==> config.mk <==
export PLATFORM = sky130hd
export DESIGN_NAME = filled_circle_span_generator_core_flat
export DESIGN_NICKNAME = d
export VERILOG_FILES = /design/src/hdl/fcsg_pkg.sv /design/src/hdl/fcsg_ifs.sv /design/src/hdl/fcsg_fifo.sv /design/src/hdl/fcsg_front.sv /design/src/hdl/fcsg_back.sv /design/src/hdl/filled_circle_span_generator_core.sv /design/src/flat_wrapper.sv
export VERILOG_INCLUDE_DIRS = /design/src /design/src/hdl
export SDC_FILE = /design/constraint.sdc
export NUM_CORES = 1
export LEC_CHECK = 0
export ABC_CLOCK_PERIOD_IN_PS = 7850
export BUFFER_PORTS_ARGS = -buffer_cell sky130_fd_sc_hd__buf_2
export CAP_MARGIN = 20
export CORE_MARGIN = 2
export CORE_UTILIZATION = 62
export CTS_BUF_LIST = sky130_fd_sc_hd__clkbuf_16
export CTS_CLUSTER_DIAMETER = 150
export DETAILED_ROUTE_END_ITERATION = 8
export HOLD_SLACK_MARGIN = 0.06
export PLACE_DENSITY = 0.81
export REMOVE_ABC_BUFFERS = 1
export SYNTH_ARGS = -nofsm -noshare
export SYNTH_HDL_FRONTEND = slang
export SYNTH_SLANG_ARGS = --single-unit
==> constraint.sdc <==
create_clock -name clk -period 7.85 [get_ports clk]
set_input_delay 1.1775 -clock clk [delete_from_list [all_inputs] [get_ports clk]]
set_output_delay 1.1775 -clock clk [all_outputs]
set_load 0.005 [all_outputs]
==> src/hdl/assert_macros.svh <==
// Assertion macros shared by the span generator RTL.
// Included by modules that carry concurrent checks; empty under SYNTHESIS.
`ifndef ASSERT_MACROS_SVH
`define ASSERT_MACROS_SVH
`ifndef SYNTHESIS
`define FCSG_ASSERT(label, clk, rst_n, prop) \
	label: assert property (@(posedge clk) disable iff (!rst_n) prop) \
		else $error("fcsg assertion failed");
`define FCSG_NEVER(label, clk, rst_n, expr) \
	label: assert property (@(posedge clk) disable iff (!rst_n) !(expr)) \
		else $error("fcsg forbidden condition seen");
`else
`define FCSG_ASSERT(label, clk, rst_n, prop)
`define FCSG_NEVER(label, clk, rst_n, expr)
`endif
`endif

==> src/hdl/fcsg_pkg.sv <==
// Shared types, constants and tables of the filled circle span generator.
// No dependencies.
package fcsg_pkg;

	localparam int COORD_W  = 16;
	localparam int COLOR_W  = 16;
	localparam int RADIUS_W = 5;
	localparam int SCREEN_W = 12;
	localparam int LEN_W    = 6;
	localparam int IDX_W    = 4;
	localparam int SQ_W     = 9;
	localparam int CFG_IDX_W = 1;

	localparam logic [RADIUS_W-1:0] MAX_RADIUS = 5'd20;

	localparam logic [SCREEN_W-1:0] WIDTH_RESET  = 12'd800;
	localparam logic [SCREEN_W-1:0] HEIGHT_RESET = 12'd480;

	localparam int QUEUE_DEPTH = 4;
	localparam int QUEUE_AW    = 2;

	typedef enum logic [CFG_IDX_W-1:0] {
		REG_SCREEN_WIDTH  = 1'b0,
		REG_SCREEN_HEIGHT = 1'b1
	} reg_index_t;

	typedef struct packed {
		logic [COORD_W-1:0] sx;
		logic [COORD_W-1:0] row;
		logic [LEN_W-1:0]   len;
		logic [COLOR_W-1:0] color;
		logic               last;
	} span_cmd_t;

	// r*707/1000 + 1, radius already saturated
	function automatic logic [IDX_W-1:0] imax_of(input logic [RADIUS_W-1:0] r);
		logic [IDX_W-1:0] v;
		unique case (r)
			5'd0, 5'd1: v = 4'd1;
			5'd2:       v = 4'd2;
			5'd3, 5'd4: v = 4'd3;
			5'd5:       v = 4'd4;
			5'd6, 5'd7: v = 4'd5;
			5'd8:       v = 4'd6;
			5'd9:       v = 4'd7;
			5'd10, 5'd11: v = 4'd8;
			5'd12:      v = 4'd9;
			5'd13, 5'd14: v = 4'd10;
			5'd15:      v = 4'd11;
			5'd16:      v = 4'd12;
			5'd17, 5'd18: v = 4'd13;
			5'd19:      v = 4'd14;
			5'd20:      v = 4'd15;
			default:    v = 4'd15;
		endcase
		return v;
	endfunction

endpackage

==> src/hdl/fcsg_ifs.sv <==
// Valid/ready channel interfaces: circle requests in, spans out.
// Depends on fcsg_pkg for field widths.
interface fcsg_circle_if;
	logic                            valid;
	logic                            ready;
	logic [fcsg_pkg::COORD_W-1:0]    center_x;
	logic [fcsg_pkg::COORD_W-1:0]    center_y;
	logic [fcsg_pkg::RADIUS_W-1:0]   radius;
	logic [fcsg_pkg::COLOR_W-1:0]    fill_color;
	modport source (output valid, center_x, center_y, radius, fill_color, input ready);
	modport sink (input valid, center_x, center_y, radius, fill_color, output ready);
endinterface

interface fcsg_span_if;
	logic                         valid;
	logic                         ready;
	logic [fcsg_pkg::COORD_W-1:0] span_x_start;
	logic [fcsg_pkg::COORD_W-1:0] span_x_end;
	logic [fcsg_pkg::COORD_W-1:0] span_row;
	logic [fcsg_pkg::COLOR_W-1:0] span_color;
	logic                         last_span;
	modport source (output valid, span_x_start, span_x_end, span_row, span_color,
		last_span, input ready);
	modport sink (input valid, span_x_start, span_x_end, span_row, span_color,
		last_span, output ready);
endinterface

==> src/hdl/fcsg_fifo.sv <==
// Short span command queue between the span sequencer and the clip stage.
// Depends on fcsg_pkg and assert_macros.svh.
`include "assert_macros.svh"
module fcsg_fifo (
	input  logic                clk,
	input  logic                arst_n,
	input  logic                push,
	input  fcsg_pkg::span_cmd_t push_cmd,
	output logic                full,
	input  logic                pop,
	output fcsg_pkg::span_cmd_t head,
	output logic                empty
);
	fcsg_pkg::span_cmd_t entry_q [fcsg_pkg::QUEUE_DEPTH];
	logic [fcsg_pkg::QUEUE_AW-1:0] wr_ptr_q;
	logic [fcsg_pkg::QUEUE_AW-1:0] rd_ptr_q;
	logic [fcsg_pkg::QUEUE_AW:0]   count_q;

	assign full  = (count_q == (fcsg_pkg::QUEUE_AW+1)'(fcsg_pkg::QUEUE_DEPTH));
	assign empty = (count_q == '0);
	assign head  = entry_q[rd_ptr_q];

	always_ff @(posedge clk) begin
		if (push) begin
			entry_q[wr_ptr_q] <= push_cmd;
		end
	end

	always_ff @(posedge clk or negedge arst_n) begin
		if (!arst_n) begin
			wr_ptr_q <= '0;
			rd_ptr_q <= '0;
			count_q  <= '0;
		end else begin
			if (push) begin
				wr_ptr_q <= wr_ptr_q + 1'b1;
			end
			if (pop) begin
				rd_ptr_q <= rd_ptr_q + 1'b1;
			end
			if (push && !pop) begin
				count_q <= count_q + 1'b1;
			end else if (pop && !push) begin
				count_q <= count_q - 1'b1;
			end
		end
	end

	`FCSG_NEVER(a_no_push_full, clk, arst_n, push && full && !pop)
	`FCSG_NEVER(a_no_pop_empty, clk, arst_n, pop && empty)
	`FCSG_ASSERT(a_count_bound, clk, arst_n,
		count_q <= (fcsg_pkg::QUEUE_AW+1)'(fcsg_pkg::QUEUE_DEPTH))

endmodule

==> src/hdl/fcsg_front.sv <==
// Front end: takes circle transfers and sequences the raw spans of each circle.
// Depends on fcsg_pkg, fcsg_ifs and assert_macros.svh.
`include "assert_macros.svh"
module fcsg_front (
	input  logic                clk,
	input  logic                arst_n,
	fcsg_circle_if.sink         circle,
	output logic                push,
	output fcsg_pkg::span_cmd_t push_cmd,
	input  logic                full
);
	typedef enum logic [1:0] {S_IDLE, S_CENTER, S_LOOP, S_FLUSH} state_t;
	typedef enum logic [1:0] {PH_TOP_POS, PH_TOP_NEG, PH_ROW_POS, PH_ROW_NEG} phase_t;

	state_t                          state_q;
	phase_t                          phase_q;
	logic [fcsg_pkg::COORD_W-1:0]    cx_q;
	logic [fcsg_pkg::COORD_W-1:0]    cy_q;
	logic [fcsg_pkg::RADIUS_W-1:0]   r_q;
	logic [fcsg_pkg::COLOR_W-1:0]    color_q;
	logic [fcsg_pkg::IDX_W-1:0]      imax_q;
	logic [fcsg_pkg::SQ_W-1:0]       sqmax_q;
	logic [fcsg_pkg::RADIUS_W-1:0]   x_q;
	logic [fcsg_pkg::IDX_W-1:0]      i_q;
	logic                            cond_q;
	fcsg_pkg::span_cmd_t             pend_q;
	logic                            pend_v_q;

	logic [fcsg_pkg::RADIUS_W-1:0]   r_sat;
	logic [7:0]                      i_sq;
	logic [9:0]                      x_sq;
	logic [9:0]                      sq_sum;
	logic                            cond_now;
	logic                            x_gt;
	logic [fcsg_pkg::IDX_W-1:0]      i_m1;
	logic                            cand_en;
	fcsg_pkg::span_cmd_t             cand;
	logic                            adv;
	logic                            cand_ok;

	assign r_sat = (circle.radius > fcsg_pkg::MAX_RADIUS) ? fcsg_pkg::MAX_RADIUS
		: circle.radius;
	assign circle.ready = (state_q == S_IDLE);

	assign i_sq     = {4'b0, i_q} * {4'b0, i_q};
	assign x_sq     = {5'b0, x_q} * {5'b0, x_q};
	assign sq_sum   = {2'b0, i_sq} + x_sq;
	assign cond_now = (sq_sum > {1'b0, sqmax_q});
	assign x_gt     = (x_q > {1'b0, imax_q});
	assign i_m1     = i_q - 1'b1;

	always_comb begin
		cand_en    = 1'b0;
		cand.sx    = cx_q - 16'(x_q);
		cand.row   = cy_q;
		cand.len   = {x_q, 1'b0};
		cand.color = color_q;
		cand.last  = 1'b0;
		if (state_q == S_CENTER) begin
			cand_en  = 1'b1;
			cand.sx  = cx_q - 16'(r_q);
			cand.row = cy_q;
			cand.len = {r_q, 1'b0};
		end else if (state_q == S_LOOP) begin
			unique case (phase_q)
				PH_TOP_POS: begin
					cand_en  = cond_now && x_gt;
					cand.sx  = cx_q - 16'(i_q) + 16'd1;
					cand.row = cy_q + 16'(x_q);
					cand.len = {1'b0, i_m1, 1'b0};
				end
				PH_TOP_NEG: begin
					cand_en  = cond_q && x_gt;
					cand.sx  = cx_q - 16'(i_q) + 16'd1;
					cand.row = cy_q - 16'(x_q);
					cand.len = {1'b0, i_m1, 1'b0};
				end
				PH_ROW_POS: begin
					cand_en  = 1'b1;
					cand.row = cy_q + 16'(i_q);
				end
				PH_ROW_NEG: begin
					cand_en  = 1'b1;
					cand.row = cy_q - 16'(i_q);
				end
				default: begin
					cand_en = 1'b0;
				end
			endcase
		end
	end

	assign adv     = !full && (state_q == S_CENTER || state_q == S_LOOP);
	assign cand_ok = adv && cand_en && (cand.len != '0);

	// a span is held back until the next one shows up, so the final one gets last set
	assign push = (cand_ok && pend_v_q) || (state_q == S_FLUSH && !full);
	always_comb begin
		push_cmd      = pend_q;
		push_cmd.last = (state_q == S_FLUSH);
	end

	always_ff @(posedge clk or negedge arst_n) begin
		if (!arst_n) begin
			state_q  <= S_IDLE;
			pend_v_q <= 1'b0;
			phase_q  <= PH_TOP_POS;
			cx_q     <= '0;
			cy_q     <= '0;
			r_q      <= '0;
			color_q  <= '0;
			imax_q   <= '0;
			sqmax_q  <= '0;
			x_q      <= '0;
			i_q      <= '0;
			cond_q   <= 1'b0;
			pend_q   <= '0;
		end else begin
			unique case (state_q)
				S_IDLE: begin
					if (circle.valid) begin
						cx_q    <= circle.center_x;
						cy_q    <= circle.center_y;
						r_q     <= r_sat;
						color_q <= circle.fill_color;
						imax_q  <= fcsg_pkg::imax_of(r_sat);
						sqmax_q <= 9'({4'b0, r_sat} * {4'b0, r_sat}) + 9'(r_sat >> 1);
						if (r_sat != '0) begin
							state_q <= S_CENTER;
						end
					end
				end
				S_CENTER: begin
					if (adv) begin
						state_q <= S_LOOP;
						phase_q <= PH_TOP_POS;
						i_q     <= 4'd1;
						x_q     <= r_q;
					end
				end
				S_LOOP: begin
					if (adv) begin
						unique case (phase_q)
							PH_TOP_POS: begin
								cond_q  <= cond_now;
								phase_q <= PH_TOP_NEG;
							end
							PH_TOP_NEG: begin
								if (cond_q && x_q != '0) begin
									x_q <= x_q - 1'b1;
								end
								phase_q <= PH_ROW_POS;
							end
							PH_ROW_POS: begin
								phase_q <= PH_ROW_NEG;
							end
							PH_ROW_NEG: begin
								phase_q <= PH_TOP_POS;
								if (i_q == imax_q) begin
									state_q <= S_FLUSH;
								end else begin
									i_q <= i_q + 1'b1;
								end
							end
							default: begin
								phase_q <= PH_TOP_POS;
							end
						endcase
					end
				end
				S_FLUSH: begin
					if (!full) begin
						state_q  <= S_IDLE;
						pend_v_q <= 1'b0;
					end
				end
				default: begin
					state_q <= S_IDLE;
				end
			endcase
			if (cand_ok) begin
				pend_q   <= cand;
				pend_v_q <= 1'b1;
			end
		end
	end

	`FCSG_ASSERT(a_flush_has_span, clk, arst_n, state_q == S_FLUSH |-> pend_v_q)
	`FCSG_ASSERT(a_x_bounded, clk, arst_n, state_q == S_LOOP |-> x_q <= r_q)
	`FCSG_ASSERT(a_i_bounded, clk, arst_n,
		state_q == S_LOOP |-> (i_q != '0 && i_q <= imax_q))

endmodule

==> src/hdl/fcsg_back.sv <==
// Back end: clips queued spans to the screen and holds them in the output register.
// Depends on fcsg_pkg and fcsg_ifs.
module fcsg_back (
	input  logic                           clk,
	input  logic                           arst_n,
	input  fcsg_pkg::span_cmd_t            head,
	input  logic                           empty,
	output logic                           pop,
	input  logic [fcsg_pkg::SCREEN_W-1:0]  screen_width,
	input  logic [fcsg_pkg::SCREEN_W-1:0]  screen_height,
	fcsg_span_if.source                    span
);
	logic                         out_v_q;
	logic [fcsg_pkg::COORD_W-1:0] xs_q;
	logic [fcsg_pkg::COORD_W-1:0] xe_q;
	logic [fcsg_pkg::COORD_W-1:0] row_q;
	logic [fcsg_pkg::COLOR_W-1:0] color_q;
	logic                         last_q;

	logic [fcsg_pkg::COORD_W:0]   end_wide;
	logic [fcsg_pkg::COORD_W-1:0] sx_c;
	logic [fcsg_pkg::COORD_W-1:0] row_c;
	logic [fcsg_pkg::COORD_W-1:0] xe_c;

	assign pop = !empty && (!out_v_q || span.ready);

	always_comb begin
		end_wide = {1'b0, head.sx} + 17'(head.len) - 17'd1;
		sx_c = head.sx;
		if (end_wide >= {5'b0, screen_width}) begin
			sx_c = {4'b0, screen_width} - 16'(head.len) - 16'd1;
		end
		row_c = head.row;
		if (head.row >= {4'b0, screen_height}) begin
			row_c = {4'b0, screen_height} - 16'd1;
		end
		xe_c = sx_c + 16'(head.len) - 16'd1;
	end

	always_ff @(posedge clk) begin
		if (pop) begin
			xs_q    <= sx_c;
			xe_q    <= xe_c;
			row_q   <= row_c;
			color_q <= head.color;
			last_q  <= head.last;
		end
	end

	always_ff @(posedge clk or negedge arst_n) begin
		if (!arst_n) begin
			out_v_q <= 1'b0;
		end else if (pop) begin
			out_v_q <= 1'b1;
		end else if (span.ready) begin
			out_v_q <= 1'b0;
		end
	end

	assign span.valid        = out_v_q;
	assign span.span_x_start = xs_q;
	assign span.span_x_end   = xe_q;
	assign span.span_row     = row_q;
	assign span.span_color   = color_q;
	assign span.last_span    = last_q;

endmodule

==> src/hdl/filled_circle_span_generator_core.sv <==
// Top level of the filled circle span generator: config registers and the
// front end, span queue and clip stage. Depends on fcsg_pkg, fcsg_ifs and submodules.
//
// Usage:
//   circle: valid/ready sink; one transfer per circle (center_x, center_y,
//           radius, fill_color). Radius saturates at 20; radius 0 yields no span.
//   span:   valid/ready source; one transfer per nonempty span, last_span set
//           on the final span of each circle.
//   cfg:    cfg_we/cfg_index/cfg_wdata write screen_width (0) and screen_height (1);
//           write only while the block is idle.
// Sequencing: the sequencer emits the center row, then steps through the phases
//   top-pos, top-neg, row-pos and row-neg for each inner row index
//   (imax = r*707/1000+1) and ends in a flush state; the next circle is taken
//   once it is back in idle, and it pauses while the queue is full. A radius 0
//   circle leaves the sequencer in idle. The first span is held in the sequencer
//   until the next span or the flush, then goes through the queue and output register.
// Reset clears the queue and output valid and loads width 800, height 480.
// When the span receiver stalls, the 4-entry queue fills and the sequencer
// pauses; no span is lost.
module filled_circle_span_generator_core (
	input  logic                            clk,
	input  logic                            arst_n,
	fcsg_circle_if.sink                     circle,
	fcsg_span_if.source                     span,
	input  logic                            cfg_we,
	input  logic [fcsg_pkg::CFG_IDX_W-1:0]  cfg_index,
	input  logic [fcsg_pkg::SCREEN_W-1:0]   cfg_wdata
);
	logic [fcsg_pkg::SCREEN_W-1:0] width_q;
	logic [fcsg_pkg::SCREEN_W-1:0] height_q;

	logic                push;
	fcsg_pkg::span_cmd_t push_cmd;
	logic                full;
	logic                pop;
	fcsg_pkg::span_cmd_t head;
	logic                empty;

	always_ff @(posedge clk or negedge arst_n) begin
		if (!arst_n) begin
			width_q  <= fcsg_pkg::WIDTH_RESET;
			height_q <= fcsg_pkg::HEIGHT_RESET;
		end else if (cfg_we) begin
			unique case (fcsg_pkg::reg_index_t'(cfg_index))
				fcsg_pkg::REG_SCREEN_WIDTH:  width_q  <= cfg_wdata;
				fcsg_pkg::REG_SCREEN_HEIGHT: height_q <= cfg_wdata;
				default: ;
			endcase
		end
	end

	fcsg_front u_front (
		.clk      (clk),
		.arst_n   (arst_n),
		.circle   (circle),
		.push     (push),
		.push_cmd (push_cmd),
		.full     (full)
	);

	fcsg_fifo u_fifo (
		.clk      (clk),
		.arst_n   (arst_n),
		.push     (push),
		.push_cmd (push_cmd),
		.full     (full),
		.pop      (pop),
		.head     (head),
		.empty    (empty)
	);

	fcsg_back u_back (
		.clk           (clk),
		.arst_n        (arst_n),
		.head          (head),
		.empty         (empty),
		.pop           (pop),
		.screen_width  (width_q),
		.screen_height (height_q),
		.span          (span)
	);

endmodule
==> src/flat_wrapper.sv <==
// flat-port wrapper written by rule: the top's interface ports become plain ports
module filled_circle_span_generator_core_flat 
  (clk, arst_n, cfg_we, cfg_index, cfg_wdata, circle_valid, circle_center_x, circle_center_y, circle_radius, circle_fill_color, circle_ready, span_valid, span_span_x_start, span_span_x_end, span_span_row, span_span_color, span_last_span, span_ready);
  fcsg_circle_if circle_i ();
  fcsg_span_if span_i ();
  input  logic clk;
  input  logic arst_n;
  input  logic cfg_we;
  input  logic [fcsg_pkg::CFG_IDX_W-1:0] cfg_index;
  input  logic [fcsg_pkg::SCREEN_W-1:0] cfg_wdata;
  input wire logic [$bits(circle_i.valid)-1:0] circle_valid;
  input wire logic [$bits(circle_i.center_x)-1:0] circle_center_x;
  input wire logic [$bits(circle_i.center_y)-1:0] circle_center_y;
  input wire logic [$bits(circle_i.radius)-1:0] circle_radius;
  input wire logic [$bits(circle_i.fill_color)-1:0] circle_fill_color;
  output wire logic [$bits(circle_i.ready)-1:0] circle_ready;
  output wire logic [$bits(span_i.valid)-1:0] span_valid;
  output wire logic [$bits(span_i.span_x_start)-1:0] span_span_x_start;
  output wire logic [$bits(span_i.span_x_end)-1:0] span_span_x_end;
  output wire logic [$bits(span_i.span_row)-1:0] span_span_row;
  output wire logic [$bits(span_i.span_color)-1:0] span_span_color;
  output wire logic [$bits(span_i.last_span)-1:0] span_last_span;
  input wire logic [$bits(span_i.ready)-1:0] span_ready;
  assign circle_i.valid = circle_valid;
  assign circle_i.center_x = circle_center_x;
  assign circle_i.center_y = circle_center_y;
  assign circle_i.radius = circle_radius;
  assign circle_i.fill_color = circle_fill_color;
  assign circle_ready = circle_i.ready;
  assign span_valid = span_i.valid;
  assign span_span_x_start = span_i.span_x_start;
  assign span_span_x_end = span_i.span_x_end;
  assign span_span_row = span_i.span_row;
  assign span_span_color = span_i.span_color;
  assign span_last_span = span_i.last_span;
  assign span_i.ready = span_ready;
  filled_circle_span_generator_core u_core (.clk(clk), .arst_n(arst_n), .circle(circle_i), .span(span_i), .cfg_we(cfg_we), .cfg_index(cfg_index), .cfg_wdata(cfg_wdata));
endmodule
# Word-level counts from Yosys, hierarchy flattened
# Memory sizes are Yosys's and may differ from the RTL's. A register that Yosys moved wholly into a read port is not among the register bits.
# Cells that the tools add are included.
# word_totals
regBits	228
mem_bits_rw	220
mem_bits_ro	128
inputBits	71
output_inout_bits	67
mem_count	2
# classes
add_sub_neg	24
multipliers	3
magnitude_cmp	5
n_eq_ne	19
n_mux	42
n_bitwise	1
n_reduce_logical	41
# mem_list
name	words	width	rd	rd_ports_with_merged_regs	wr	line_no	source
u_core.u_fifo.entry_q	4	55	1	0	1	fcsg_fifo.sv:14	fcsg_pkg::span_cmd_t entry_q [fcsg_pkg::QUEUE_DEPTH];
(name not given)	32	4	1	1	0	fcsg_pkg.sv:38	unique case (r)
# ops
operator	count
$mux W38	2
$pmux W16 S4	1
$mux W16	3
$sub A16 B5 Y16	3
$sub A16 B4 Y16	2
$mux W5	5
$mux W2	9
$add A16 B6 Y17	1
$ge A17 B12 Y1	1
$sub A17 B1 Y17 const B	1
$add A16 B1 Y16 const B	1
$add A16 B4 Y16	1
$add A16 B5 Y16	1
$add A16 B6 Y16	1
$ge A16 B12 Y1	1
$mux W4	4
$pmux W2 S4	2
$sub A16 B1 Y16 const B	1
$sub A13 B2 Y14 const B	1
$sub A12 B1 Y13 const B	1
$sub A12 B6 Y13	1
$ne A2 B1 Y1 const B	6
$logic_and A1 B1 Y1	11
$add A8 B10 Y10	1
38 further kinds	74

# Depth between registers and ports, before layout
# Gate-level depths: netlist of run 1.
# depth
word_depth	15
depth_mapped	36
ltp_nobuf	33

# By module
# Synthesis of run 1 repeated with hierarchy kept, for this count alone.
# hier_totals
cells_unflattened	2048
hier_area_um2	25321.8
# by_module_without_submodules
module	instances	cells_per_inst	area_each_um2	seq_area_each_um2
fcsg_front	1	1086	10447.5	3353.2
fcsg_fifo	1	321	8324.2	6781.5
fcsg_back	1	589	5587.9	1976.9
filled_circle_span_generator_core	1	52	962.2	609.3

# Least setup slack after synthesis of run 1
# OpenSTA, ideal clock, no wires.
# synth_path
path_kind	flip-flop to flip-flop
start	reg u_core.u_fifo.rd_ptr_q[1] (netlist bit)
end	reg u_core.u_back.xe_q (netlist bit u_core.u_back.span.span_x_end[15]), data pin
setup_ps	260
t_arrival_ps	6812
t_required_ps	7590
path_slack_ps	777
path_stages_with_launch	35
n_path_buf	4
synth_period_minus_slack_ps	7073
cell_sequence	dfrtp_1 clkbuf_1 clkbuf_1 clkbuf_1 mux4_2 inv_1 ha_1 inv_1 fa_1 a211oi_2 nor2_1 o21a_1 nor2_1 xnor2_1 ha_1 a2111oi_0 a21oi_1 o221ai_1 o211ai_1 nor3_4 buf_6 mux2_1 ha_1 inv_1 ha_1 inv_1 fa_1 nor2b_1 o21a_1 o21ai_0 a21oi_1 nand4_1 a31oi_1 a31oi_1 xnor2_1
# synth_between
elab_chain_cells	7
elab_cells_between_ends	9
cone_classes	6 x add/sub; 1 x order compare; 1 x mux; 1 x memory
# synth_rtl
element	line_no	source
start: declaration	fcsg_fifo.sv:16	logic [fcsg_pkg::QUEUE_AW-1:0] rd_ptr_q;
start signal: assignment	fcsg_fifo.sv:39	rd_ptr_q <= rd_ptr_q + 1'b1;
$mem_v2 Z4 W55 (*)	n/a	
$add A16 B6 Y17	fcsg_back.sv:28	end_wide = {1'b0, head.sx} + 17'(head.len) - 17'd1;
$sub A17 B1 Y17	fcsg_back.sv:28	
$ge A17 B12 Y1	fcsg_back.sv:30	if (end_wide >= {5'b0, screen_width}) begin
$mux W16	fcsg_back.sv:30	
$add A16 B6 Y16 (*)	fcsg_back.sv:37	xe_c = sx_c + 16'(head.len) - 16'd1;
$sub A16 B1 Y16 (*)	fcsg_back.sv:37	
net u_core.u_back.xe_c (one bit)	fcsg_back.sv:23	logic [fcsg_pkg::COORD_W-1:0] xe_c;
end signal: assignment	fcsg_back.sv:43	xe_q <= xe_c;
end: declaration	fcsg_back.sv:15	logic [fcsg_pkg::COORD_W-1:0] xe_q;
# Mark *: on every way through the listed nets, which the timed path passes. The rest lies on a longest branch.
# A chain may end at the register's enable or synchronous reset.

# Worst setup path after layout of run 1
# Same ends and word-level chain as after synthesis.

==> run metrics, run 1 <==
asr flop ratio synth 37.1%; Worst R2R End u_core.u_back.span.span_x_end[15]; clock buffer depth 3; layout cells sized above 1 19.6%; worst r2r src u_core.u_fifo.rd_ptr_q[1]; Seq/Total Area, Yosys 50.8%; pin count of the biggest net entering global routing 81; CP Data Arrival Time 7440 ps; Worst Setup Start Kind flip-flop; post-route insts no fill 2705; Hold WC Path Type reg -> reg; fill count 2749; worst setup path category reg -> reg; Max Cap Viol 0; worst skew pair latency 580 ps; starting DRC count in detailed routing 1146; HP Start u_core.u_front.pend_v_q; core area 39600 µm²; Vias/cell 6.00; post-synth cell types 87; CP endpoint kind flip-flop; CTS tree yes; max incr delay on CP 460 ps; Clock transition at path regs 60 ps; GRT overflow 0; GPL Wtd Cong 0.899; reg2reg path depth 33; I/O pin total 138; CTS buffer count 46; busiest layer in global routing met2; Worst-Margin Slew 1040 ps; diode count 0; FF+latch area 12600 µm²; worst-case clock skew 21.6 ps; vias in the first global route 16500; RSZ-0062 raised after global routing false; Starting Density 62.5%; Syn Inst Count 2003; WL final 54600 µm; outcome finished clean; wire per inst 20.2 µm; area grow syn2layout 11.0%; die area 41600 µm²; vias 16200; synth top area cells edfxtp_1 34%, dfrtp_1 16%, ha_1 9.6%; commonest non-fill, non-tap cell in the layout edfxtp_1; worst hold path depth 2; # clock sinks 447; R2R Setup Slk 720 ps; met2 Usage GRT 46.2%; drc violations 0; fmax 140 MHz; clock root cell clkbuf_16; CP dominant cell by count ha_1; Site Rows 73; Final Cycle Share 90.8%; Hold Path Sink u_core.u_front.pend_v_q; First-pass DRT Iterations 5; global routing usage on met1 36.1%; CP required 8160 ps; Post-synth EDFFs 281; first-pass GRT wire length 87900 µm; Horiz. Die Dim 204 µm; fin nets 2436; CP max-delay cell fa_1; Final Max Tran Viols 0; most frequent cells in the layout 281 x edfxtp_1, 200 x inv_1, 191 x ha_1; Tot GR Track Use 27.1%; DPL Wire Length 38500 µm; initial antenna violation count 0; ys flop type edfxtp_1; Final Hold Viols 0; Synth area leader edfxtp_1; Mapped Area 24800 µm²; max_slew headroom 30.7%; Antenna Violating Nets Remaining 0; port buffer count 137; GRT met3 Usage 4.08%; Die Y 204 µm; final number of setup-violating endpoints 0; FF+latch count, synth 447; area of the multi-input gates 11200 µm²; H-tree level count 2; Final Critical Period 7130 ps; worst-path fanout max 18; Syn. warnings 0; share of the synthesized area in the top cell type 34.0%; Mean Syn Cell Area 12.4 µm²; CTS Hold Bufs 0; dpl cells 2619
kinds of logic (layout without fill, tap and decap cells):
| family | Yosys count | count (layout) | synth area share (%) |
|---|---|---|---|
| adder cells (fa/ha/maj) | 222 | 222 | 12.1 |
| AO/OA/AOI/OAI | 372 | 372 | 9.91 |
| multiplexers | 204 | 204 | 11.6 |
| buffers and inverters | 261 | 438 | 4.24 |
| AND/OR/NAND/NOR | 396 | 396 | 7.71 |
| flip-flops | 447 | 447 | 50.8 |
| XOR/XNOR | 101 | 101 | 3.57 |
timing repair:
action,4_1_cts,5_1_grt
endpoints found under the setup margin,0,2
buffers inserted,0,1
resized for setup,0,0
how the worst max path moves through the flow:
stage / slack, ps / start / depth (start not counted) / end
floorplan: -1070 / u_core.u_fifo.rd_ptr_q[0] / 31 / u_core.u_back.span.span_x_end[15]
global placement: 800 / u_core.u_fifo.rd_ptr_q[0] / 31 / u_core.u_back.span.span_x_end[15]
detailed placement: 650 / u_core.u_fifo.rd_ptr_q[0] / 31 / u_core.u_back.span.span_x_end[15]
CTS: 620 / u_core.u_fifo.rd_ptr_q[0] / 31 / u_core.u_back.span.span_x_end[15]
global route: 90 / u_core.u_fifo.rd_ptr_q[1] / 32 / u_core.u_back.span.span_x_end[14]
finish: 720 / u_core.u_fifo.rd_ptr_q[1] / 33 / u_core.u_back.span.span_x_end[15]
cell type report:
type                       instances  share of cell area [%]
tap                              525                    2.39
clock buffer                      47                    4.27
clock inverter                    38                    1.10
sequential                       447                    45.8
multi-input combinational       1295                    40.6
inverter                         194                    2.65
timing repair buffer             159                    3.19
flip-flops by register name, summed over array words and instances, names as in the netlist, 12 cells and up:
signal	flops
u_core.u_fifo.entry_q	216
u_core.u_front.push_cmd	53
u_core.u_back.span.span_color	16
u_core.u_back.span.span_row	16
u_core.u_back.span.span_x_end	16
u_core.u_back.span.span_x_start	16
u_core.u_front.color_q	16
u_core.u_front.cx_q	16
u_core.u_front.cy_q	16
u_core.height_q	12
u_core.width_q	12
per-layer routing:
| layer | up-vias | wire length [µm] |
|---|---|---|
| met3 | 111 | 3070 |
| met2 | 530 | 27000 |
| met1 | 7994 | 23100 |
| li1 | 7600 | - |
| met5 | - | 0 |
| met4 | 0 | 1450 |
cell usage after synthesis (all sizes together) (17+ instances only):
cell,instances
buf,31
mux2i,29
ha,191
mux4,50
inv,193
edfxtp,281
a21o,35
a21oi,97
nor3,31
xor2,26
nor2,107
nand2b,18
clkbuf,36
mux2,125
dfrtp,159
o21ai,97
nand3,33
nand2,108
xnor2,75
a31oi,17
fa,31
through the flow:
| step | setup TNS [ps] | utilization, % | area [µm²] | hold slack (ps) | setup WS, ps |
|---|---|---|---|---|---|
| final | 0 | 69.4 | 27500 | 483 | 724 |
| after global routing | 0 | 69.4 | 27500 | 520 | 89.7 |
| after CTS | 0 | 69.4 | 27500 | 483 | 616 |
| after detailed placement | 0 | 65.7 | 26000 | 470 | 652 |
| after global placement | 0 | 65.7 | 26000 | 462 | 804 |
| after floorplan | -7530 | - | 24500 | 447 | -1070 |
critical path: cells and delay by family (launching register included):
family                     cells  cell delay (ps)
AOI/OAI and AO/OA             12             2420
adders and majority gates      7             2080
and+or+nand+nor                6              830
muxes                          2              490
DFF                            1              420
buffers and inverters          4              370
xor gates and xnor gates       2              230
Power of run 1 is not shown: default switching activity piles up to over one toggle a cycle in this logic, so the estimate is an artifact.
==> inputs of run 2 (changes only) <==
--- a/config.mk
+++ b/config.mk
@@ -6,16 +6,18 @@
 export SDC_FILE = /design/constraint.sdc
 export NUM_CORES = 1
 export LEC_CHECK = 0
+export ABC_AREA = 0
 export ABC_CLOCK_PERIOD_IN_PS = 7850
 export BUFFER_PORTS_ARGS = -buffer_cell sky130_fd_sc_hd__buf_2
 export CAP_MARGIN = 20
-export CORE_MARGIN = 2
+export CORE_MARGIN = 5
 export CORE_UTILIZATION = 62
 export CTS_BUF_LIST = sky130_fd_sc_hd__clkbuf_16
 export CTS_CLUSTER_DIAMETER = 150
 export DETAILED_ROUTE_END_ITERATION = 8
 export HOLD_SLACK_MARGIN = 0.06
 export PLACE_DENSITY = 0.81
+export RECOVER_POWER = 100
 export REMOVE_ABC_BUFFERS = 1
 export SYNTH_ARGS = -nofsm -noshare
 export SYNTH_HDL_FRONTEND = slang
==> run metrics, run 2 (synthesis gave the netlist of run 1 again) <==
outcome finished with violations; failing checks max-capacitance violations, max-slew violations; final number of setup-violating endpoints 0 (unchanged); hold slack 477 ps (-6.23 ps); fmax 135 MHz (-3.6%); core area 39600 µm² (unchanged); worst hold path depth 2 (unchanged); vias 16300 (+0.32%); # resized after CTS 0 (unchanged); DPL Wire Length 38200 µm (-0.92%); WP depth 26 (-21%); Site Rows 73 (unchanged); Final Critical Period 7390 ps (+265 ps); drc violations 0 (unchanged); CP dominant cell by count inv_1; R2R Setup Slk 460 ps (-270 ps); Buf+Inv Stages, Crit Path 6 (+2); RSZ-0062 raised after global routing false; WL final 54600 µm (about the same); die area 44100 µm² (+6.0%); max FFs per register 216 (unchanged); Starting Density 62.5% (unchanged); CTS tree yes; layout cells sized above 1 16.4% (-3.3 points); clock buffer depth 3 (unchanged); clock root cell clkbuf_16; Hold Path Sink u_core.u_front.sqmax_q[6]; HP Start u_core.u_front.sqmax_q[6]; CP Data Arrival Time 7660 ps (+220 ps); Final Hold Viols 0 (unchanged); Hold WC Path Type reg -> reg; most frequent cells in the layout 281 x edfxtp_1, 210 x inv_1, 191 x ha_1; CP max-delay cell and2_1; Antenna Violating Nets Remaining 0 (unchanged); worst r2r src u_core.u_front.x_q[3]; CTS buffer count 46 (unchanged); diode count 0 (unchanged); Die Y 210 µm (+2.9%); Area after DPL 26000 µm² (about the same); GPL Wtd Cong 0.913 (+1.6%); max incr delay on CP 840 ps (+380 ps); vias in the first global route 16800 (+1.6%); I/O pin total 138 (unchanged); worst-case clock skew 32.6 ps (+11.0 ps); CP endpoint kind flip-flop; Max Cap Viol 4 (+4); final non-filler cell area 27300 µm² (-0.64%); Tot GR Track Use 25.0% (-2.0 points); Worst R2R End u_core.u_fifo.entry_q[0][52]; max_slew headroom -270% (-300 points); initial antenna violation count 0 (unchanged); First-pass DRT Iterations 5 (unchanged); Biggest register u_core.u_fifo.entry_q; Horiz. Die Dim 210 µm (+2.9%); port buffer count 137 (unchanged); first-pass GRT wire length 89200 µm (+1.4%); delay-heaviest family, CP adder cells; DP Worst Slack 549 ps (-103 ps); reg2reg path depth 26 (-21%); Worst Setup Start Kind flip-flop; worst setup path category reg -> reg; Final Max Tran Viols 289 (+289); commonest non-fill, non-tap cell in the layout edfxtp_1; Vias/cell 6.02 (+0.25%); crit path setup slack, layout 458 ps (-265 ps); fin nets 2437 (+0.041%); Final Util 69.0% (-0.45 points); wire per inst 20.2 µm (about the same); worst skew pair latency 580 ps (about the same); Final Cycle Share 94.2% (+3.4 points); CP required 8120 ps (-40 ps); starting DRC count in detailed routing 1172 (+2.3%); # clock sinks 447 (unchanged); Clock transition at path regs 60 ps (about the same); H-tree level count 2 (unchanged); GRT overflow 0 (unchanged); worst-path fanout max 16 (-2); pin count of the biggest net entering global routing 102 (+26%); area grow syn2layout 10.3%; Worst-Margin Slew 5550 ps (+4510 ps)
run 2: cell types whose count changed in the layout (fill, tap and decap cells not counted), moves of 3 or more:
cell | previous run | this run
and2_2 | 4 | 0
mux2_2 | 93 | 89
clkbuf_2 | 0 | 3
bufinv_16 | 4 | 1
mux2_1 | 18 | 34
and2_0 | 0 | 4
inv_1 | 200 | 210
clkbuf_1 | 0 | 41
buf_2 | 136 | 99
buf_4 | 20 | 13
clkinv_2 | 9 | 4
mux2_4 | 14 | 2
inv_6 | 4 | 1
run 2: worst max-delay path by stage:
stage / slack, ps / startpoint / endpoint
5_1_grt: 80 / u_core.u_front.x_q[3] / u_core.u_fifo.entry_q[0][52]
4_1_cts: 510 / u_core.u_fifo.rd_ptr_q[0] / u_core.u_back.span.span_x_end[15]
2_1_floorplan: -1070 / u_core.u_fifo.rd_ptr_q[0] / u_core.u_back.span.span_x_end[15]
3_5_place_dp: 550 / u_core.u_fifo.rd_ptr_q[0] / u_core.u_back.span.span_x_end[15]
3_3_place_gp: 720 / u_core.u_fifo.rd_ptr_q[0] / u_core.u_back.span.span_x_end[15]
6_report: 460 / u_core.u_front.x_q[3] / u_core.u_fifo.entry_q[0][52]
run 2: area by class of cell:
class / count / area (µm²)
Clock buffer: 47 / 1180
Clock inverter: 39 / 224
Fill cell: 2845 / 12300
Inverter: 194 / 728
Multi-Input combinational cell: 1295 / 11100
Sequential cell: 447 / 12600
Tap cell: 525 / 657
Timing Repair Buffer: 160 / 842
run 2: repair_timing:
action,in CTS,in global routing
hold buffers,0,0
endpoints found under the hold margin,0,0
setup endpoints to repair,0,1
setup buffers,0,1
run 2: worst min-delay path, delay by kind of cell (launching register included):
kind	cells	cell delay (ps)
DFF	1	340
AOI/OAI and AO/OA	1	60
and+or+nand+nor	1	50
run 2: per-stage QoR:
step,TNS (ps),instances
after floorplan,-7530,1936
after global routing,0,2707
final,0,2707
after global placement,0,2619
after CTS,0,2705
after detailed placement,0,2619
run 2: metal layers:
metal  global-route usage [%]  up-vias  wire length (µm)
li1                         -     7611                 -
met1                     33.7     8110             22900
met2                     43.3      460             27700
met3                     3.48      106              2640
met4                     6.91        0              1440
met5                        0        -                 0
Power of run 2 is left out for the same reason.
==> inputs of run 3 (changes only) <==
--- a/config.mk
+++ b/config.mk
@@ -17,7 +17,6 @@
 export DETAILED_ROUTE_END_ITERATION = 8
 export HOLD_SLACK_MARGIN = 0.06
 export PLACE_DENSITY = 0.81
-export RECOVER_POWER = 100
 export REMOVE_ABC_BUFFERS = 1
 export SYNTH_ARGS = -nofsm -noshare
 export SYNTH_HDL_FRONTEND = slang
==> run metrics, run 3 (synthesis gave the netlist of run 1 again) <==
outcome finished clean; commonest non-fill, non-tap cell in the layout edfxtp_1; CP required 8170 ps (+50 ps); fmax 138 MHz (+2.1%); RSZ-0062 raised after global routing false; diode count 0 (unchanged); CTS Hold Bufs 0 (unchanged); # resized after CTS 0 (unchanged); DPL Wire Length 38200 µm (unchanged); port buffer count 137 (unchanged); CP dominant cell by count ha_1; Clock transition at path regs 60 ps (about the same); Final Cycle Share 92.2% (-1.9 points); CP endpoint kind flip-flop; worst r2r src u_core.u_fifo.rd_ptr_q[1]; Die Y 210 µm (unchanged); die area 44100 µm² (unchanged); GPL Wtd Cong 0.913 (unchanged); First-pass DRT Iterations 6 (+1); clock root cell clkbuf_16; Worst-Margin Slew 967 ps (-4590 ps); Horiz. Die Dim 210 µm (unchanged); # clock sinks 447 (unchanged); fill count 2798 (-1.7%); final number of setup-violating endpoints 0 (unchanged); wire per inst 20.1 µm (-0.14%); reg2reg path depth 33 (+27%); Site Rows 73 (unchanged); H-tree level count 2 (unchanged); area grow syn2layout 10.8%; WL final 54500 µm (-0.14%); CP max-delay cell fa_1; Buf+Inv Stages, Crit Path 4 (-2); WP depth 33 (+27%); I/O pin total 138 (unchanged); post-route insts no fill 2707 (unchanged); fin nets 2437 (unchanged); most frequent cells in the layout 281 x edfxtp_1, 210 x inv_1, 191 x ha_1; Hold WC Path Type reg -> reg; setup bufs post-CTS 0 (unchanged); max FFs per register 216 (unchanged); CTS buffer count 46 (unchanged); max_slew headroom 35.5% (+310 points); CP endpoint u_core.u_back.span.span_x_end[15]; clock buffer depth 3 (unchanged); CTS tree yes; Final Max Tran Viols 0 (-100%); Tot GR Track Use 25.0% (unchanged); R2R Setup Slk 610 ps (+150 ps); pin count of the biggest net entering global routing 102 (unchanged); worst skew pair latency 590 ps (about the same); drc violations 0 (unchanged); Max Cap Viol 0 (-4); Crit. Startpoint u_core.u_fifo.rd_ptr_q[1]; Area after DPL 26000 µm² (unchanged); GRT overflow 0 (unchanged); Worst R2R End u_core.u_back.span.span_x_end[15]; Worst Setup Start Kind flip-flop; Final Hold Viols 0 (unchanged); final non-filler cell area 27500 µm² (+0.51%); worst-case clock skew 35.1 ps (+2.53 ps); worst-path fanout max 19 (+3); vias in the first global route 16800 (unchanged); first-pass GRT wire length 89200 µm (unchanged); layout cells sized above 1 19.2% (+2.8 points); vias 16300 (+0.13%); worst hold path depth 2 (unchanged); Final Critical Period 7240 ps (-150 ps); max incr delay on CP 450 ps (-390 ps); worst setup path category reg -> reg; Biggest register u_core.u_fifo.entry_q; Vias/cell 6.02 (+0.13%); core area 39600 µm² (unchanged); initial antenna violation count 0 (unchanged); dpl cells 2619 (unchanged); starting DRC count in detailed routing 1089 (-7.1%); Antenna Violating Nets Remaining 0 (unchanged); delay-heaviest family, CP compound AO/OA/AOI/OAI gates; CP Data Arrival Time 7560 ps (-100 ps); Starting Density 62.5% (unchanged)
==> run 3: cell types whose count changed in the layout (fill, tap and decap cells not counted), sizes merged <==
cell	previous run	this run
clkbuf	91	47
buf	115	159
==> run 3: routing by layer <==
layer | vias up | global-route usage, % | routed length, µm
met4 | 0 | 6.91 | 1420
met1 | 8139 | 33.7 | 22700
li1 | 7607 | - | -
met3 | 96 | 3.48 | 2780
met5 | - | 0 | 0
met2 | 466 | 43.3 | 27700
==> run 3: worst min path at each step <==
stage                                    startpoint                   endpoint  slack [ps]
after floorplan             u_core.u_front.pend_v_q    u_core.u_front.pend_v_q         450
after global placement      u_core.u_front.pend_v_q    u_core.u_front.pend_v_q         460
after detailed placement  u_core.u_front.sqmax_q[7]  u_core.u_front.sqmax_q[7]         470
after CTS                 u_core.u_front.sqmax_q[7]  u_core.u_front.sqmax_q[7]         490
after global routing      u_core.u_front.sqmax_q[7]  u_core.u_front.sqmax_q[7]         500
final                     u_core.u_front.sqmax_q[6]  u_core.u_front.sqmax_q[6]         480
==> run 3: cell type report <==
| class | count | area, µm² | share of cell area (%) |
|---|---|---|---|
| inverters | 194 | 728 | 2.65 |
| multi-input cells | 1295 | 11200 | 40.7 |
| repair buffers | 160 | 915 | 3.33 |
| flip-flops and latches | 447 | 12600 | 45.9 |
| clock buffers | 47 | 1180 | 4.28 |
| clock inverters | 39 | 224 | 0.815 |
| well taps | 525 | 657 | 2.39 |
==> run 3: metrics by stage <==
stage	TNS [ps]	setup slack, ps	util, %	hold WS, ps
global placement	0	717	65.7	459
global route	0	87.6	69.3	503
detailed placement	0	549	65.7	471
CTS	0	514	69.2	485
finish	0	609	69.3	478
floorplan	-7530	-1070	-	447
==> run 3: worst reg2reg max path: cells and delay by family, from the launching register on <==
kind,cells,cell delay [ps]
AND/OR/NAND/NOR,6,880
adder cells (fa/ha/maj),7,2070
XOR/XNOR,2,230
AO/OA/AOI/OAI,12,2480
flip-flops,1,420
buffers and inverters,4,410
multiplexers,2,500
Power of run 3 is left out for the same reason.
